==> config.mk <==
export PLATFORM = sky130hd
export DESIGN_NAME = pd2_subtask_window_calc_unit
export DESIGN_NICKNAME = d
export VERILOG_FILES = /design/src/rtl/swc_pkg.sv /design/src/rtl/swc_mul.sv /design/src/rtl/swc_div.sv /design/src/rtl/pd2_subtask_window_calc_unit.sv
export SDC_FILE = /design/constraint.sdc
export NUM_CORES = 1
export LEC_CHECK = 0
export BUFFER_PORTS_ARGS = -buffer_cell sky130_fd_sc_hd__buf_2
export CORE_ASPECT_RATIO = 0.5
export CORE_MARGIN = 8
export CORE_UTILIZATION = 36
export CTS_CLUSTER_DIAMETER = 150
export CTS_CLUSTER_SIZE = 12
export DETAILED_ROUTE_END_ITERATION = 8
export HOLD_SLACK_MARGIN = 0.15
export PLACE_DENSITY = 0.63
export SLEW_MARGIN = 25
export SYNTH_ARGS = -nofsm -noshare
export SYNTH_HDL_FRONTEND = slang
export SYNTH_SLANG_ARGS = --single-unit
==> constraint.sdc <==
create_clock -name clk -period 10.3 [get_ports clk]
set_input_delay 0.515 -clock clk [delete_from_list [all_inputs] [get_ports clk]]
set_output_delay 0.515 -clock clk [all_outputs]
set_load 0.01 [all_outputs]
==> src/rtl/swc_pkg.sv <==
// shared constants and types for the pd2 subtask window calculator
// no dependencies; used by swc_mul, swc_div and pd2_subtask_window_calc_unit
`default_nettype none

package swc_pkg;

  // width of all quanta values, and of the full product
  localparam int QW    = 16;
  localparam int PW    = 2 * QW;
  localparam int CNT_W = $clog2(QW);

  // last step of a serial operation
  localparam logic [CNT_W-1:0] LAST_STEP = CNT_W'(QW - 1);

  // configuration register indexes
  localparam int CFG_IDX_W = 1;
  localparam logic [CFG_IDX_W-1:0] CFG_EXEC   = 1'b0;
  localparam logic [CFG_IDX_W-1:0] CFG_PERIOD = 1'b1;

  // sequencer states
  typedef enum logic [4:0] {
    ST_IDLE = 5'b00001,
    ST_MUL  = 5'b00010,
    ST_DIV1 = 5'b00100,
    ST_DIV2 = 5'b01000,
    ST_DONE = 5'b10000
  } state_t;

endpackage

`default_nettype wire

==> src/rtl/swc_mul.sv <==
// bit-serial shift-add multiplier, one multiplier bit per cycle
// depends on swc_pkg
`default_nettype none

module swc_mul (
  input  wire logic                   clk,
  input  wire logic                   rst,
  input  wire logic                   start,
  input  wire logic [swc_pkg::QW-1:0] mul_a,
  input  wire logic [swc_pkg::QW-1:0] mul_b,
  output logic                        done,
  output logic [swc_pkg::PW-1:0]      product
);

  logic                      busy;
  logic [swc_pkg::CNT_W-1:0] cnt;
  logic [swc_pkg::QW-1:0]    a_sr;
  logic [swc_pkg::QW-1:0]    b_q;
  logic [swc_pkg::PW-1:0]    acc;
  logic [swc_pkg::QW:0]      sum;

  // add the multiplicand into the upper half, then shift the whole word right
  always_comb begin
    sum = {1'b0, acc[swc_pkg::PW-1:swc_pkg::QW]} + (a_sr[0] ? {1'b0, b_q} : '0);
  end

  always_ff @(posedge clk) begin
    if (rst) begin
      busy <= 1'b0;
      cnt  <= '0;
      done <= 1'b0;
    end else begin
      done <= 1'b0;
      if (start) begin
        busy <= 1'b1;
        cnt  <= '0;
      end else if (busy) begin
        cnt <= cnt + 1'b1;
        if (cnt == swc_pkg::LAST_STEP) begin
          busy <= 1'b0;
          done <= 1'b1;
        end
      end
    end
  end

  always_ff @(posedge clk) begin
    if (start) begin
      a_sr <= mul_a;
      b_q  <= mul_b;
      acc  <= '0;
    end else if (busy) begin
      a_sr <= a_sr >> 1;
      acc  <= {sum, acc[swc_pkg::QW-1:1]};
    end
  end

  assign product = acc;

endmodule

`default_nettype wire

==> src/rtl/swc_div.sv <==
// radix-2 restoring divider, one quotient bit per cycle
// dividend upper half must be below the divisor; depends on swc_pkg
`default_nettype none

module swc_div (
  input  wire logic                   clk,
  input  wire logic                   rst,
  input  wire logic                   start,
  input  wire logic [swc_pkg::PW-1:0] dividend,
  input  wire logic [swc_pkg::QW-1:0] divisor,
  output logic                        done,
  output logic [swc_pkg::QW-1:0]      quotient,
  output logic [swc_pkg::QW-1:0]      remainder
);

  logic                      busy;
  logic [swc_pkg::CNT_W-1:0] cnt;
  logic [swc_pkg::QW-1:0]    rem;
  logic [swc_pkg::QW-1:0]    lo;
  logic [swc_pkg::QW-1:0]    dvs;
  logic [swc_pkg::QW:0]      trial;
  logic                      fits;

  always_comb begin
    trial = {rem, lo[swc_pkg::QW-1]};
    fits  = trial >= {1'b0, dvs};
  end

  always_ff @(posedge clk) begin
    if (rst) begin
      busy <= 1'b0;
      cnt  <= '0;
      done <= 1'b0;
    end else begin
      done <= 1'b0;
      if (start) begin
        busy <= 1'b1;
        cnt  <= '0;
      end else if (busy) begin
        cnt <= cnt + 1'b1;
        if (cnt == swc_pkg::LAST_STEP) begin
          busy <= 1'b0;
          done <= 1'b1;
        end
      end
    end
  end

  // low half shifts out dividend bits and shifts in quotient bits
  always_ff @(posedge clk) begin
    if (start) begin
      rem <= dividend[swc_pkg::PW-1:swc_pkg::QW];
      lo  <= dividend[swc_pkg::QW-1:0];
      dvs <= divisor;
    end else if (busy) begin
      rem <= fits ? swc_pkg::QW'(trial - {1'b0, dvs}) : trial[swc_pkg::QW-1:0];
      lo  <= {lo[swc_pkg::QW-2:0], fits};
    end
  end

  assign quotient  = lo;
  assign remainder = rem;

endmodule

`default_nettype wire

==> src/rtl/pd2_subtask_window_calc_unit.sv <==
// PD2 subtask window calculator: release, deadline, b bit and group deadline
// a user who writes exec_quanta (index 0) and period_quanta (index 1) and then
// feeds subtask indices from E down to 1 gets one result transaction per input
// transaction. Each item goes through a 16-step serial multiply for (i-1)P, then
// two 16-step passes of the shared radix-2 divider for (i-1)P/E and iP/E, and
// its result is then loaded into the output register. The input is stalled
// whenever the sequencer is not idle, so a new item is accepted only once the
// last one is in the output register; a stalled result holds the sequencer in
// its done step. A bad index (zero or above E) skips the arithmetic and goes
// straight to the done step; its result, with all other fields zero, frees the
// input as it is loaded into the output register. The group deadline minimum
// is reloaded with P at index E, is zero for light tasks (2E < P), and is not
// touched by register writes or bad indices.
// depends on swc_pkg, swc_mul and swc_div
`default_nettype none

module pd2_subtask_window_calc_unit (
  input  wire logic                          clk,
  input  wire logic                          rst,
  // configuration writes
  input  wire logic                          cfg_we,
  input  wire logic [swc_pkg::CFG_IDX_W-1:0] cfg_index,
  input  wire logic [swc_pkg::QW-1:0]        cfg_data,
  // input transaction
  input  wire logic                          in_valid,
  output logic                               in_stall,
  input  wire logic [swc_pkg::QW-1:0]        subtask_index,
  // result transaction
  output logic                               out_valid,
  input  wire logic                          out_stall,
  output logic [swc_pkg::QW-1:0]             release_time,
  output logic [swc_pkg::QW-1:0]             deadline_time,
  output logic                               overlap_bit,
  output logic [swc_pkg::QW-1:0]             group_deadline,
  output logic                               index_error
);

  swc_pkg::state_t state, state_next;

  logic [swc_pkg::QW-1:0] exec_quanta;
  logic [swc_pkg::QW-1:0] period_quanta;
  logic [swc_pkg::QW-1:0] min_gd;
  logic [swc_pkg::QW-1:0] idx;
  logic                   err;
  logic [swc_pkg::QW-1:0] rel;

  logic                   in_take;
  logic                   idx_bad;
  logic                   out_free;
  logic                   finish;

  logic                   mul_done;
  logic [swc_pkg::PW-1:0] mul_prod;
  logic                   div_start;
  logic [swc_pkg::PW-1:0] div_num;
  logic                   div_done;
  logic [swc_pkg::QW-1:0] div_q;
  logic [swc_pkg::QW-1:0] div_r;

  // result logic
  logic [swc_pkg::QW-1:0] dl;
  logic                   light;
  logic                   is_last;
  logic                   b_bit;
  logic [swc_pkg::QW-1:0] gd;
  logic [swc_pkg::QW-1:0] min_next;
  logic [swc_pkg::QW-1:0] win_len;

  // config registers
  always_ff @(posedge clk) begin
    if (rst) begin
      exec_quanta   <= swc_pkg::QW'(1);
      period_quanta <= swc_pkg::QW'(1);
    end else if (cfg_we) begin
      case (cfg_index)
        swc_pkg::CFG_EXEC:   exec_quanta   <= cfg_data;
        swc_pkg::CFG_PERIOD: period_quanta <= cfg_data;
        default: ;
      endcase
    end
  end

  // handshake
  assign in_stall = (state != swc_pkg::ST_IDLE);
  assign in_take  = in_valid && !in_stall;
  assign idx_bad  = (subtask_index == '0) || (subtask_index > exec_quanta);
  assign out_free = !out_valid || !out_stall;
  assign finish   = (state == swc_pkg::ST_DONE) && out_free;

  // sequencer
  always_comb begin
    state_next = state;
    case (state)
      swc_pkg::ST_IDLE: if (in_take) begin
        state_next = idx_bad ? swc_pkg::ST_DONE : swc_pkg::ST_MUL;
      end
      swc_pkg::ST_MUL:  if (mul_done) state_next = swc_pkg::ST_DIV1;
      swc_pkg::ST_DIV1: if (div_done) state_next = swc_pkg::ST_DIV2;
      swc_pkg::ST_DIV2: if (div_done) state_next = swc_pkg::ST_DONE;
      swc_pkg::ST_DONE: if (out_free) state_next = swc_pkg::ST_IDLE;
      default:          state_next = swc_pkg::ST_IDLE;
    endcase
  end

  always_ff @(posedge clk) begin
    if (rst) begin
      state <= swc_pkg::ST_IDLE;
    end else begin
      state <= state_next;
    end
  end

  // item registers
  always_ff @(posedge clk) begin
    if (in_take) begin
      idx <= subtask_index;
      err <= idx_bad;
    end
    if ((state == swc_pkg::ST_DIV1) && div_done) begin
      rel <= div_q;
    end
  end

  // (i-1) * P
  swc_mul u_mul (
    .clk     (clk),
    .rst     (rst),
    .start   (in_take && !idx_bad),
    .mul_a   (subtask_index - 1'b1),
    .mul_b   (period_quanta),
    .done    (mul_done),
    .product (mul_prod)
  );

  // first pass divides (i-1)P, second pass divides iP = (i-1)P + P
  assign div_start = ((state == swc_pkg::ST_MUL) && mul_done) ||
                     ((state == swc_pkg::ST_DIV1) && div_done);
  assign div_num   = (state == swc_pkg::ST_MUL) ? mul_prod
                   : mul_prod + {{swc_pkg::QW{1'b0}}, period_quanta};

  swc_div u_div (
    .clk       (clk),
    .rst       (rst),
    .start     (div_start),
    .dividend  (div_num),
    .divisor   (exec_quanta),
    .done      (div_done),
    .quotient  (div_q),
    .remainder (div_r)
  );

  // deadline is the true ceiling, b bit and group deadline update
  always_comb begin
    dl       = div_q + {{(swc_pkg::QW-1){1'b0}}, (div_r != '0)};
    light    = {exec_quanta, 1'b0} < {1'b0, period_quanta};
    is_last  = (idx == exec_quanta);
    win_len  = dl - rel;
    min_next = is_last ? period_quanta : min_gd;
    b_bit    = 1'b0;
    gd       = '0;
    if (light) begin
      min_next = '0;
    end else begin
      b_bit = !is_last && (div_r != '0);
      gd    = min_next;
      if (!b_bit && (dl < min_next)) begin
        min_next = dl;
        gd       = dl;
      end
      if ((dl >= rel) && (win_len == swc_pkg::QW'(3)) && ((dl - 1'b1) < min_next)) begin
        min_next = dl - 1'b1;
      end
    end
  end

  always_ff @(posedge clk) begin
    if (rst) begin
      min_gd <= swc_pkg::QW'(1);
    end else if (finish && !err) begin
      min_gd <= min_next;
    end
  end

  // output register, frees the sequencer while the result waits
  always_ff @(posedge clk) begin
    if (rst) begin
      out_valid <= 1'b0;
    end else if (finish) begin
      out_valid <= 1'b1;
    end else if (!out_stall) begin
      out_valid <= 1'b0;
    end
  end

  always_ff @(posedge clk) begin
    if (finish) begin
      release_time   <= err ? '0 : rel;
      deadline_time  <= err ? '0 : dl;
      overlap_bit    <= err ? 1'b0 : b_bit;
      group_deadline <= err ? '0 : gd;
      index_error    <= err;
    end
  end

  // checks
  a_mul_in_seq: assert property (@(posedge clk) disable iff (rst)
    mul_done |-> state == swc_pkg::ST_MUL)
    else $error("multiplier finished outside its step");

  a_good_starts_mul: assert property (@(posedge clk) disable iff (rst)
    (in_take && !idx_bad) |=> state == swc_pkg::ST_MUL)
    else $error("good index did not start the multiply");

  a_window_order: assert property (@(posedge clk) disable iff (rst)
    (out_valid && !index_error) |-> release_time <= deadline_time)
    else $error("release after deadline");

  a_err_zero: assert property (@(posedge clk) disable iff (rst)
    (out_valid && index_error) |-> (release_time == '0) && (deadline_time == '0) &&
      !overlap_bit && (group_deadline == '0))
    else $error("bad index result carries data");

endmodule

`default_nettype wire

== Yosys cells after proc, flatten, opt, wreduce, memory -nomap -nowiden ==
Cells that the tools add are included.

* Register bits after elaboration: 261

* Muxes and demuxes: 31
* Magnitude comparators: 6
* Equal/unequal tests: 16
* Reductions and logical operators: 32
* Bitwise logic cells: 3
* Add/sub/neg operators: 9

{| class="wikitable"
|+ Operators by type and width
! cell !! count
|-
| two-way mux 16 bit || 13
|-
| adder 32 x 16 -> 32 bit || 1
|-
| < comparator 16 bit || 2
|-
| two-way mux 32 bit || 1
|-
| subtractor 16 x 1 -> 16 bit (second input constant) || 2
|-
| subtractor 16 bit || 2
|-
| two-way mux 5 bit || 6
|-
| case mux 5 bit (5 select lines) || 1
|-
| adder 16 x 17 -> 17 bit || 1
|-
| greater-or-equal comparator 17 x 16 -> 1 bit || 1
|-
| < comparator 17 x 16 -> 1 bit || 1
|-
| adder 16 x 1 -> 16 bit || 1
|-
| == test 16 bit || 1
|-
| == test 16 x 2 -> 1 bit (second input constant) || 1
|-
| greater-or-equal comparator 16 bit || 1
|-
| > comparator 16 bit || 1
|-
| logical NOT 16 bit || 1
|-
| nonzero test 16 bit || 1
|-
| logical AND 1 bit || 10
|-
| two-way mux 1 bit || 10
|-
| adder 4 x 1 -> 4 bit (second input constant) || 2
|-
| == test 4 bit (second input constant) || 2
|-
| inequality test 2 x 1 -> 1 bit (second input constant) || 4
|-
| logical NOT 1 bit || 7
|-
| other kinds (14) || 24
|}

== Depth between registers and ports, before layout ==
Gate-level depths: netlist of run 1.

* Depth after elaboration: 11
* Depth in mapped cells: 31
* Mapped depth without buffers: 28

== Cells and area by module ==
Synthesis of run 1 repeated with hierarchy kept, for this count alone.

* Cells, all modules: 1725
* Area total of the unflattened synthesis: 16664.7 µm²

{| class="wikitable"
|+ By module, submodules not included
! module !! area each (µm²) !! times used !! cells each
|-
| pd2_subtask_window_calc_unit || 10037.1 || 1 || 1145
|-
| swc_mul || 3490.8 || 1 || 318
|-
| swc_div || 3136.8 || 1 || 262
|}

== Worst setup path before layout of run 1 ==
Ideal clock, no wire load.

* Path kind: flip-flop to flip-flop
* Start point: register u_div.rem, in the netlist u_div.remainder[0]
* End point: register min_gd[10] in the netlist's numbering
* Data arrival time: 6.299 ns
* Period minus slack after synthesis: 6.427 ns
* Stages on the path, launching flop included: 28
* Library setup time: 0.128 ns
* Path slack: 3.873 ns
* Cells stage by stage: edfxtp_1 nor4_1 nand4_1 ha_1 ha_1 xnor2_1 inv_1 ha_1 a21o_1 a21oi_1 o22ai_1 o21ai_0 o2111a_1 and2_1 clkbuf_1 buf_2 mux2_2 ha_1 and4_1 a221oi_1 o21ai_0 a2111oi_0 nand4_1 a2111oi_4 buf_2 nor2_1 a21oi_1 o21ai_1

* Word-level cells in the longest chain between the ends: 10
* Elaborated cells between the ends (all ways): 17
* Classes of those cells: 3 x add/sub; 3 x order compare; 1 x eq/ne; 4 x mux; 6 x reduce/logical

{| class="wikitable"
|+ RTL lines
! what !! line !! text
|-
| from (decl) || swc_div.sv:18 || <nowiki>logic [swc_pkg::QW-1:0] rem;</nowiki>
|-
| from (signal assigned) || swc_div.sv:52 || <nowiki>rem <= dividend[swc_pkg::PW-1:swc_pkg::QW];</nowiki>
|-
| from (signal assigned) || swc_div.sv:56 || <nowiki>rem <= fits ? swc_pkg::QW'(trial - {1'b0, dvs}) : trial[swc_pkg::QW-1:0];</nowiki>
|-
| nonzero test 16 bit * || pd2_subtask_window_calc_unit.sv:154 || <nowiki>dl = div_q + {{(swc_pkg::QW-1){1'b0}}, (div_r != '0)};</nowiki>
|-
| adder 16 x 1 -> 16 bit * || pd2_subtask_window_calc_unit.sv:154 ||
|-
| net dl (one bit) || pd2_subtask_window_calc_unit.sv:61 || <nowiki>logic [swc_pkg::QW-1:0] dl;</nowiki>
|-
| < comparator 16 bit || pd2_subtask_window_calc_unit.sv:166 || <nowiki>if (!b_bit && (dl < min_next)) begin</nowiki>
|-
| logical AND 1 bit || pd2_subtask_window_calc_unit.sv:166 ||
|-
| two-way mux 16 bit || pd2_subtask_window_calc_unit.sv:166 ||
|-
| two-way mux 16 bit || pd2_subtask_window_calc_unit.sv:161 || <nowiki>if (light) begin</nowiki>
|-
| < comparator 16 bit || pd2_subtask_window_calc_unit.sv:170 || <nowiki>if ((dl >= rel) && (win_len == swc_pkg::QW'(3)) && ((dl - 1'b1) < min_next)) begin</nowiki>
|-
| logical AND 1 bit || pd2_subtask_window_calc_unit.sv:170 ||
|-
| two-way mux 16 bit * || pd2_subtask_window_calc_unit.sv:170 ||
|-
| two-way mux 16 bit * || pd2_subtask_window_calc_unit.sv:161 ||
|-
| to (signal assigned) || pd2_subtask_window_calc_unit.sv:178 || <nowiki>min_gd <= swc_pkg::QW'(1);</nowiki>
|-
| to (signal assigned) || pd2_subtask_window_calc_unit.sv:180 || <nowiki>min_gd <= min_next;</nowiki>
|-
| to (decl) || pd2_subtask_window_calc_unit.sv:42 || <nowiki>logic [swc_pkg::QW-1:0] min_gd;</nowiki>
|}

Mark *: on every way through the listed nets, which the timed path passes. The rest lies on a longest branch. The select of a mux whose other input is x is not followed.
A chain may end at the register's enable or synchronous reset.

== Final worst setup path of run 1 ==
* Start point: register u_div.rem, in the netlist u_div.remainder[11]
* End point: register min_gd[0] in the netlist's numbering

Same word-level chain as after synthesis.

==> results of run 1 <==
area by class of cell:
cell class	instances	area, um2
multi-input cells	1230	8258
repair buffers	105	565.5
fillers	4306	25800
well taps	588	735.7
inverters	119	446.7
clock inverters	2	13.76
clock buffers	44	696.9
flip-flops and latches	261	6858
through the flow:
step | setup WS (ns) | instance area (um2)
5_1_grt | 1.637 | 17570
4_1_cts | 2.299 | 17570
3_3_place_gp | 2.492 | 16860
2_1_floorplan | 3.873 | 15750
3_5_place_dp | 2.286 | 16860
6_report | 2.174 | 17570
worst paths after layout:
path                                       from                      to  cells after the start
hold / removal                 subtask_index[0]        idx[0]$_DFFE_PP_                      1
hold reg to reg          min_gd[1]$_SDFFE_PP0P_  min_gd[1]$_SDFFE_PP0P_                      2
setup reg to reg  u_div.remainder[11]$_DFFE_PP_  min_gd[0]$_SDFFE_PP1P_                     25
setup / recovery  u_div.remainder[11]$_DFFE_PP_  min_gd[0]$_SDFFE_PP1P_                     25
cell families after synthesis:
group | after synthesis | synth area share
flops | 261 | 0.4352
simple gates | 572 | 0.1681
mux | 78 | 0.05186
compound gates | 334 | 0.1311
buf+inv | 178 | 0.04312
xor+xnor | 112 | 0.06227
fa+ha+maj | 134 | 0.1083
routing by layer:
| layer | part of all wire | vias to the layer above | wire length (um) | GRT usage |
|---|---|---|---|---|
| li1 | - | 6087 | - | - |
| met1 | 0.45 | 5751 | 18660 | 0.2029 |
| met2 | 0.47 | 275 | 19760 | 0.2731 |
| met3 | 0.051 | 68 | 2135 | 0.02424 |
| met4 | 0.025 | 4 | 1052 | 0.04201 |
| met5 | 0.00058 | - | 24 | 0 |
synth_stat cells, types with 5 or more instances:
library cell    n
ha_1          130
xnor2_1        76
and2_1         25
and3_1          7
o21a_1         14
edfxtp_1      163
nand3_1        34
mux2_2         29
a2111oi_0       6
o211ai_1        6
or2_2           5
a211oi_1       23
a21o_1         18
nor3_1         42
a21oi_1       138
mux2i_1        49
nand4_1        29
nor2_1        188
or3_1          13
a21boi_0        5
a31oi_1        11
xor2_1         36
o21ai_1        15
nor4_1         18
clkbuf_1       51
dfxtp_1        98
nand2_1       155
nor2b_1        25
o21ai_0        51
nand2b_1       18
inv_1         118
report_power, final:
group,internal [mW],switching [mW],leakage (nW),total (mW)
Clock,0.457,0.399,0.339,0.856
Combinational,0.181,0.245,4.00,0.426
Sequential,1.19,0.0812,2.27,1.27
Total,1.83,0.725,6.61,2.55
==> summary.txt, run 1 <==
Layout
  – Diode count: 0
  – Area Growth Syn to Fin: 11.56%
  – Layout cells sized above 1: 0.1039
  – Largest register FFs: 32
  – Post-route insts no fill: 2349
  – Commonest non-fill, non-tap cell in the layout: nor2_1
  – Finished Core Util: 0.4052
  – Post-layout net count: 1914
  – Most frequent cells in the layout: nor2_1, edfxtp_1, nand2_1, a21oi_1, ha_1

Floorplan
  – # rows: 54
  – Die area: 0.05112 mm2
  – Io pins: 90
  – Initial core utilization: 0.3632
  – Die W: 311.8 um
  – Die span in y: 163.9 um
  – Core Area: 0.04338 mm2

Timing
  – Final Hold Viols: 0
  – Slew Viols, Final: 0
  – Final Setup Violations: 0
  – Tcrit/Tclk final: 0.7889
  – Slew HR: 0.3499
  – FMAX: 123.1 MHz
  – Final min period: 8.126 ns
  – Worst slew pin tran: 0.9752 ns
  – Setup TNS: 0 ns
  – Fin Clk Skew: 0.02758 ns
  – Hold WS: 0.1952 ns
  – RSZ-0062 raised after global routing: false

Synthesis
  – Ys Warns: 0
  – Synth area leader: edfxtp_1
  – EDFF count, synth: 163
  – Dominant synthesized flop cell: edfxtp_1
  – Sequential cell area fraction in the yosys report: 0.4352
  – Syn Inst Count: 1669
  – #FFs+latches synth: 261
  – Synthesized net count: 1841
  – Area share of the largest cell type after synthesis: 0.3107
  – Mean post-synth cell area: 9.439 um2
  – Synth top area cells: edfxtp_1, dfxtp_1, ha_1
  – Synthesized area: 0.01575 mm2
  – Synth unique cells: 65
  – Post-synthesis async set-or-reset flop share: 0

Pwr
  – Max VDD drop: 101.6 uV
  – Cell Pwr Density: 145.4 mW/mm2
  – Leakage power: 6.612 nW
  – PnR Total Power: 2.554 mW

Routing
  – Via count: 12190
  – WL/cell: 17.73 um
  – DRC Markers: 0
  – Drt initial violations: 794
  – Vias/cell: 5.187
  – TritonRoute pass-1 iters: 7
  – ANT nets after route: 0
  – Routed WL: 41640 um

Clock network
  – Post-CTS Setup Bufs: 0
  – Hold_buf cts: 0
  – Total CTS buffers: 25
  – Clock Path Buffers: 3
  – CTS tree: built
  – Post-CTS sizing: 0
  – Worst-path clk slew: 0.07 ns
  – Clock latency on the worst-skew pair: 0.55 ns
  – Root Driver: clkbuf_16
  – Sink Count: 261
  – CTS H-tree depth: 1

Global routing
  – Total grt overflow: 0
  – Vias in the first global route: 11740
  – Initial antenna violation count: 2
  – First-pass GRT wire length: 65300 um
  – Total track usage: 0.1567
  – Largest net degree at the start of global routing: 77

Place
  – PortBufs: 89
  – Hpwl dp: 31160 um
  – Placer Congestion: 0.9196
  – Placed cell count: 2303

Setup path
  – Max incr delay on CP: 0.85 ns
  – Bufs and invs on worst path: 2
  – Worst path required time: 10.71 ns
  – Flop-to-flop setup slack: 2.17 ns
  – WS Path Type: register to register
  – Slowest-stage cell, CP: and2_1
  – CP endpoint kind: register
  – Top delay family on crit path: simple AND/OR/NAND/NOR gates
  – Most frequent cell on the critical path: ha_1
  – Startpoint Class: register
  – Critical Path AT: 8.54 ns
  – Worst-path maximum fanout: 33

Hold path
  – Type of the tightest min-delay check: input port to register

Status
  – Run status: completed

Run
  – Max-Cap Viols: 0
Note: power is estimated with default switching activity, not from simulation.
==> run 2: changes to the inputs <==
Settings changed: ABC_AREA set to 1.
Clock period 10.3 ns to 7.9 ns, I/O delays scaled along.
==> summary.txt, run 2 <==
Setup path
  – Critical Path AT: 7.60 ns (-0.94 ns)
  – Slowest-stage cell, CP: o21ai_0
  – Worst-path maximum fanout: 31 (-6.1%)
  – Worst path required time: 8.37 ns (-2.34 ns)
  – Startpoint Class: register
  – CP endpoint kind: register
  – WS Path Type: register to register
  – Max incr delay on CP: 0.51 ns (-0.34 ns)
  – Most frequent cell on the critical path: nor2_1

Timing
  – Slew HR: 0.3348 (-0.01513)
  – Final Setup Violations: 0 (unchanged)
  – RSZ-0062 raised after global routing: false
  – Setup TNS: 0 ns (unchanged)
  – FMAX: 140.4 MHz (+14%)
  – Worst slew pin tran: 0.9967 ns (+0.02160 ns)
  – Final Hold Viols: 0 (unchanged)
  – Slew Viols, Final: 0 (unchanged)
  – Final min period: 7.124 ns (-1.002 ns)
  – Tcrit/Tclk final: 0.9018 (+0.1128)
  – Fin Clk Skew: 0.01558 ns (-0.01200 ns)

Hold path
  – Type of the tightest min-delay check: input port to register

Synthesis
  – Dominant synthesized flop cell: edfxtp_1
  – EDFF count, synth: 163 (unchanged)
  – Synthesized area: 0.01577 mm2 (+0.12%)
  – Commonest cells in the netlist: nand2_1, inv_1, nor2_1, edfxtp_1, a21oi_1
  – Synth top area cells: edfxtp_1, dfxtp_1, ha_1
  – Synth unique cells: 53 (-18%)
  – Post-synthesis async set-or-reset flop share: 0 (unchanged)
  – Synth area leader: edfxtp_1
  – Syn Inst Count: 1916 (+15%)
  – #FFs+latches synth: 261 (unchanged)
  – Mean post-synth cell area: 8.232 um2 (-13%)
  – Sequential cell area fraction in the yosys report: 0.4347 (-0.0005179)
  – Area share of the largest cell type after synthesis: 0.3103 (-0.0003697)
  – Most common cell in the synthesized netlist: nand2_1
  – Ys Warns: 0 (unchanged)
  – Synthesized net count: 2088 (+13%)

Routing
  – Vias/cell: 5.086 (-2.0%)
  – DRC Markers: 0 (unchanged)
  – WL/cell: 17.06 um (-3.7%)
  – Via count: 13370 (+9.7%)
  – Drt initial violations: 1215 (+53%)
  – Routed WL: 44850 um (+7.7%)
  – TritonRoute pass-1 iters: 5 (-2)
  – ANT nets after route: 0 (unchanged)

Pwr
  – Leakage power: 7.923 nW (+20%)
  – Cell Pwr Density: 196.9 mW/mm2 (+35%)
  – Max VDD drop: 148.6 uV (+46%)
  – PnR Total Power: 3.511 mW (+37%)

Clock network
  – CTS tree: built
  – Worst-path clk slew: 0.06 ns (about the same)
  – Clock Path Buffers: 3 (unchanged)
  – Root Driver: clkbuf_16
  – Post-CTS Setup Bufs: 0 (unchanged)
  – Total CTS buffers: 25 (unchanged)
  – Clock latency on the worst-skew pair: 0.56 ns (about the same)
  – CTS H-tree depth: 1 (unchanged)
  – Sink Count: 261 (unchanged)

Layout
  – Fill count: 4366 (+1.4%)
  – Commonest non-fill, non-tap cell in the layout: nand2_1
  – Layout cells sized above 1: 0.08672 (-0.01720)
  – Post-layout net count: 2194 (+15%)
  – Post-route insts no fill: 2629 (+12%)
  – Diode count: 0 (unchanged)
  – Largest register FFs: 32 (unchanged)
  – Most frequent cells in the layout: nand2_1, inv_1, nor2_1, edfxtp_1, a21oi_1
  – Area Growth Syn to Fin: 13.06%

Floorplan
  – Die area: 0.05117 mm2 (+0.11%)
  – Io pins: 90 (unchanged)
  – Die span in y: 164.0 um (about the same)
  – # rows: 54 (unchanged)
  – Die W: 312.0 um (about the same)
  – Core Area: 0.04338 mm2 (unchanged)
  – Initial core utilization: 0.3636 (+0.0004327)

Place
  – Placed cell count: 2559 (+11%)
  – PortBufs: 89 (unchanged)
  – Hpwl dp: 33460 um (+7.4%)
  – Placer Congestion: 0.9522 (+3.5%)

Global routing
  – Vias in the first global route: 12580 (+7.2%)
  – First-pass GRT wire length: 70350 um (+7.7%)
  – Largest net degree at the start of global routing: 53 (-31%)
  – Initial antenna violation count: 1 (-1)
  – Total grt overflow: 0 (unchanged)
  – Total track usage: 0.1702 (+0.01348)

Run
  – Max-Cap Viols: 0 (unchanged)

Status
  – Run status: completed
run 2: changes by cell type after synthesis, moves of 23 or more:
cell / previous run / this run
mux2_2: 29 / 0
inv_1: 118 / 290
o21ai_0: 51 / 101
nand3_1: 34 / 85
xnor2_1: 76 / 28
mux2i_1: 49 / 0
nor2b_1: 25 / 0
a22oi_1: 4 / 27
and2_1: 25 / 1
nand2_1: 155 / 364
run 2: critical path, delay by kind of cell, from the launching register on:
family | cells | cell delay [ns]
AOI/OAI and AO/OA | 6 | 1.39
xor gates and xnor gates | 1 | 0.23
adders and majority gates | 4 | 1.17
buffers and inverters | 8 | 0.78
DFF | 1 | 0.43
and+or+nand+nor | 25 | 3.02
run 2: routing by layer:
layer,share of wire,GRT usage,vias up
met3,0.071,0.03015,95
met2,0.44,0.2736,412
met1,0.45,0.2263,6202
met4,0.043,0.07168,2
met5,0.00029,0,-
li1,-,-,6660
run 2: final cells by class:
cell class / instances / area [um2] / share of cell area
multi-input cells: 1299 / 7571 / 0.4246
clock inverters: 2 / 13.76 / 0.0007718
well taps: 588 / 735.7 / 0.04126
clock buffers: 44 / 696.9 / 0.03908
flip-flops and latches: 261 / 6857 / 0.3845
repair buffers: 130 / 813.3 / 0.04561
inverters: 305 / 1145 / 0.06420
run 2: kinds of logic (layout without fill, tap and decap cells):
family | after synthesis | after routing | synth area share
adders and majority gates | 134 | 134 | 0.1082
buffers and inverters | 356 | 481 | 0.08623
DFF | 261 | 261 | 0.4347
xor gates and xnor gates | 73 | 73 | 0.04101
and+or+nand+nor | 716 | 716 | 0.1926
AOI/OAI and AO/OA | 376 | 376 | 0.1372
run 2: repair_timing:
item | in CTS | in global routing
gates resized for setup | 0 | 4
hold buffers | 24 | 0
endpoints found under the setup margin | 0 | 7
endpoints found under the hold margin | 22 | 0
run 2: stage by stage:
| stage | setup WS [ns] | utilization | hold slack [ns] | cell area [um2] |
|---|---|---|---|---|
| after global routing | 0.0004743 | 0.4111 | 0.1755 | 17830 |
| after CTS | 0.7839 | 0.4111 | 0.1520 | 17830 |
| after global placement | 1.005 | 0.3891 | 0.4304 | 16880 |
| after detailed placement | 0.8058 | 0.3892 | 0.4324 | 16880 |
| final | 0.7762 | 0.4111 | 0.1703 | 17830 |
| after floorplan | 1.921 | - | 0.4244 | 15770 |
run 2: power breakdown:
| part | switching, mW | internal (mW) |
|---|---|---|
| logic | 0.435 | 0.232 |
| clock network | 0.531 | 0.595 |
| registers | 0.104 | 1.61 |
| total | 1.07 | 2.44 |
run 2: path summary, 6_finish.rpt:
kind,startpoint,endpoint,slack (ns),depth (start not counted)
worst max-delay path,u_div.remainder[1]$_DFFE_PP_,min_gd[4]$_SDFFE_PP0P_,0.78,44
worst min-delay path,cfg_data[2],period_quanta[2]$_SDFFE_PP0P_,0.17,3
worst max register to register,u_div.remainder[1]$_DFFE_PP_,min_gd[4]$_SDFFE_PP0P_,0.78,44
worst min register to register,u_div.quotient[6]$_DFFE_PP_,rel[6]$_DFFE_PP_,0.45,0
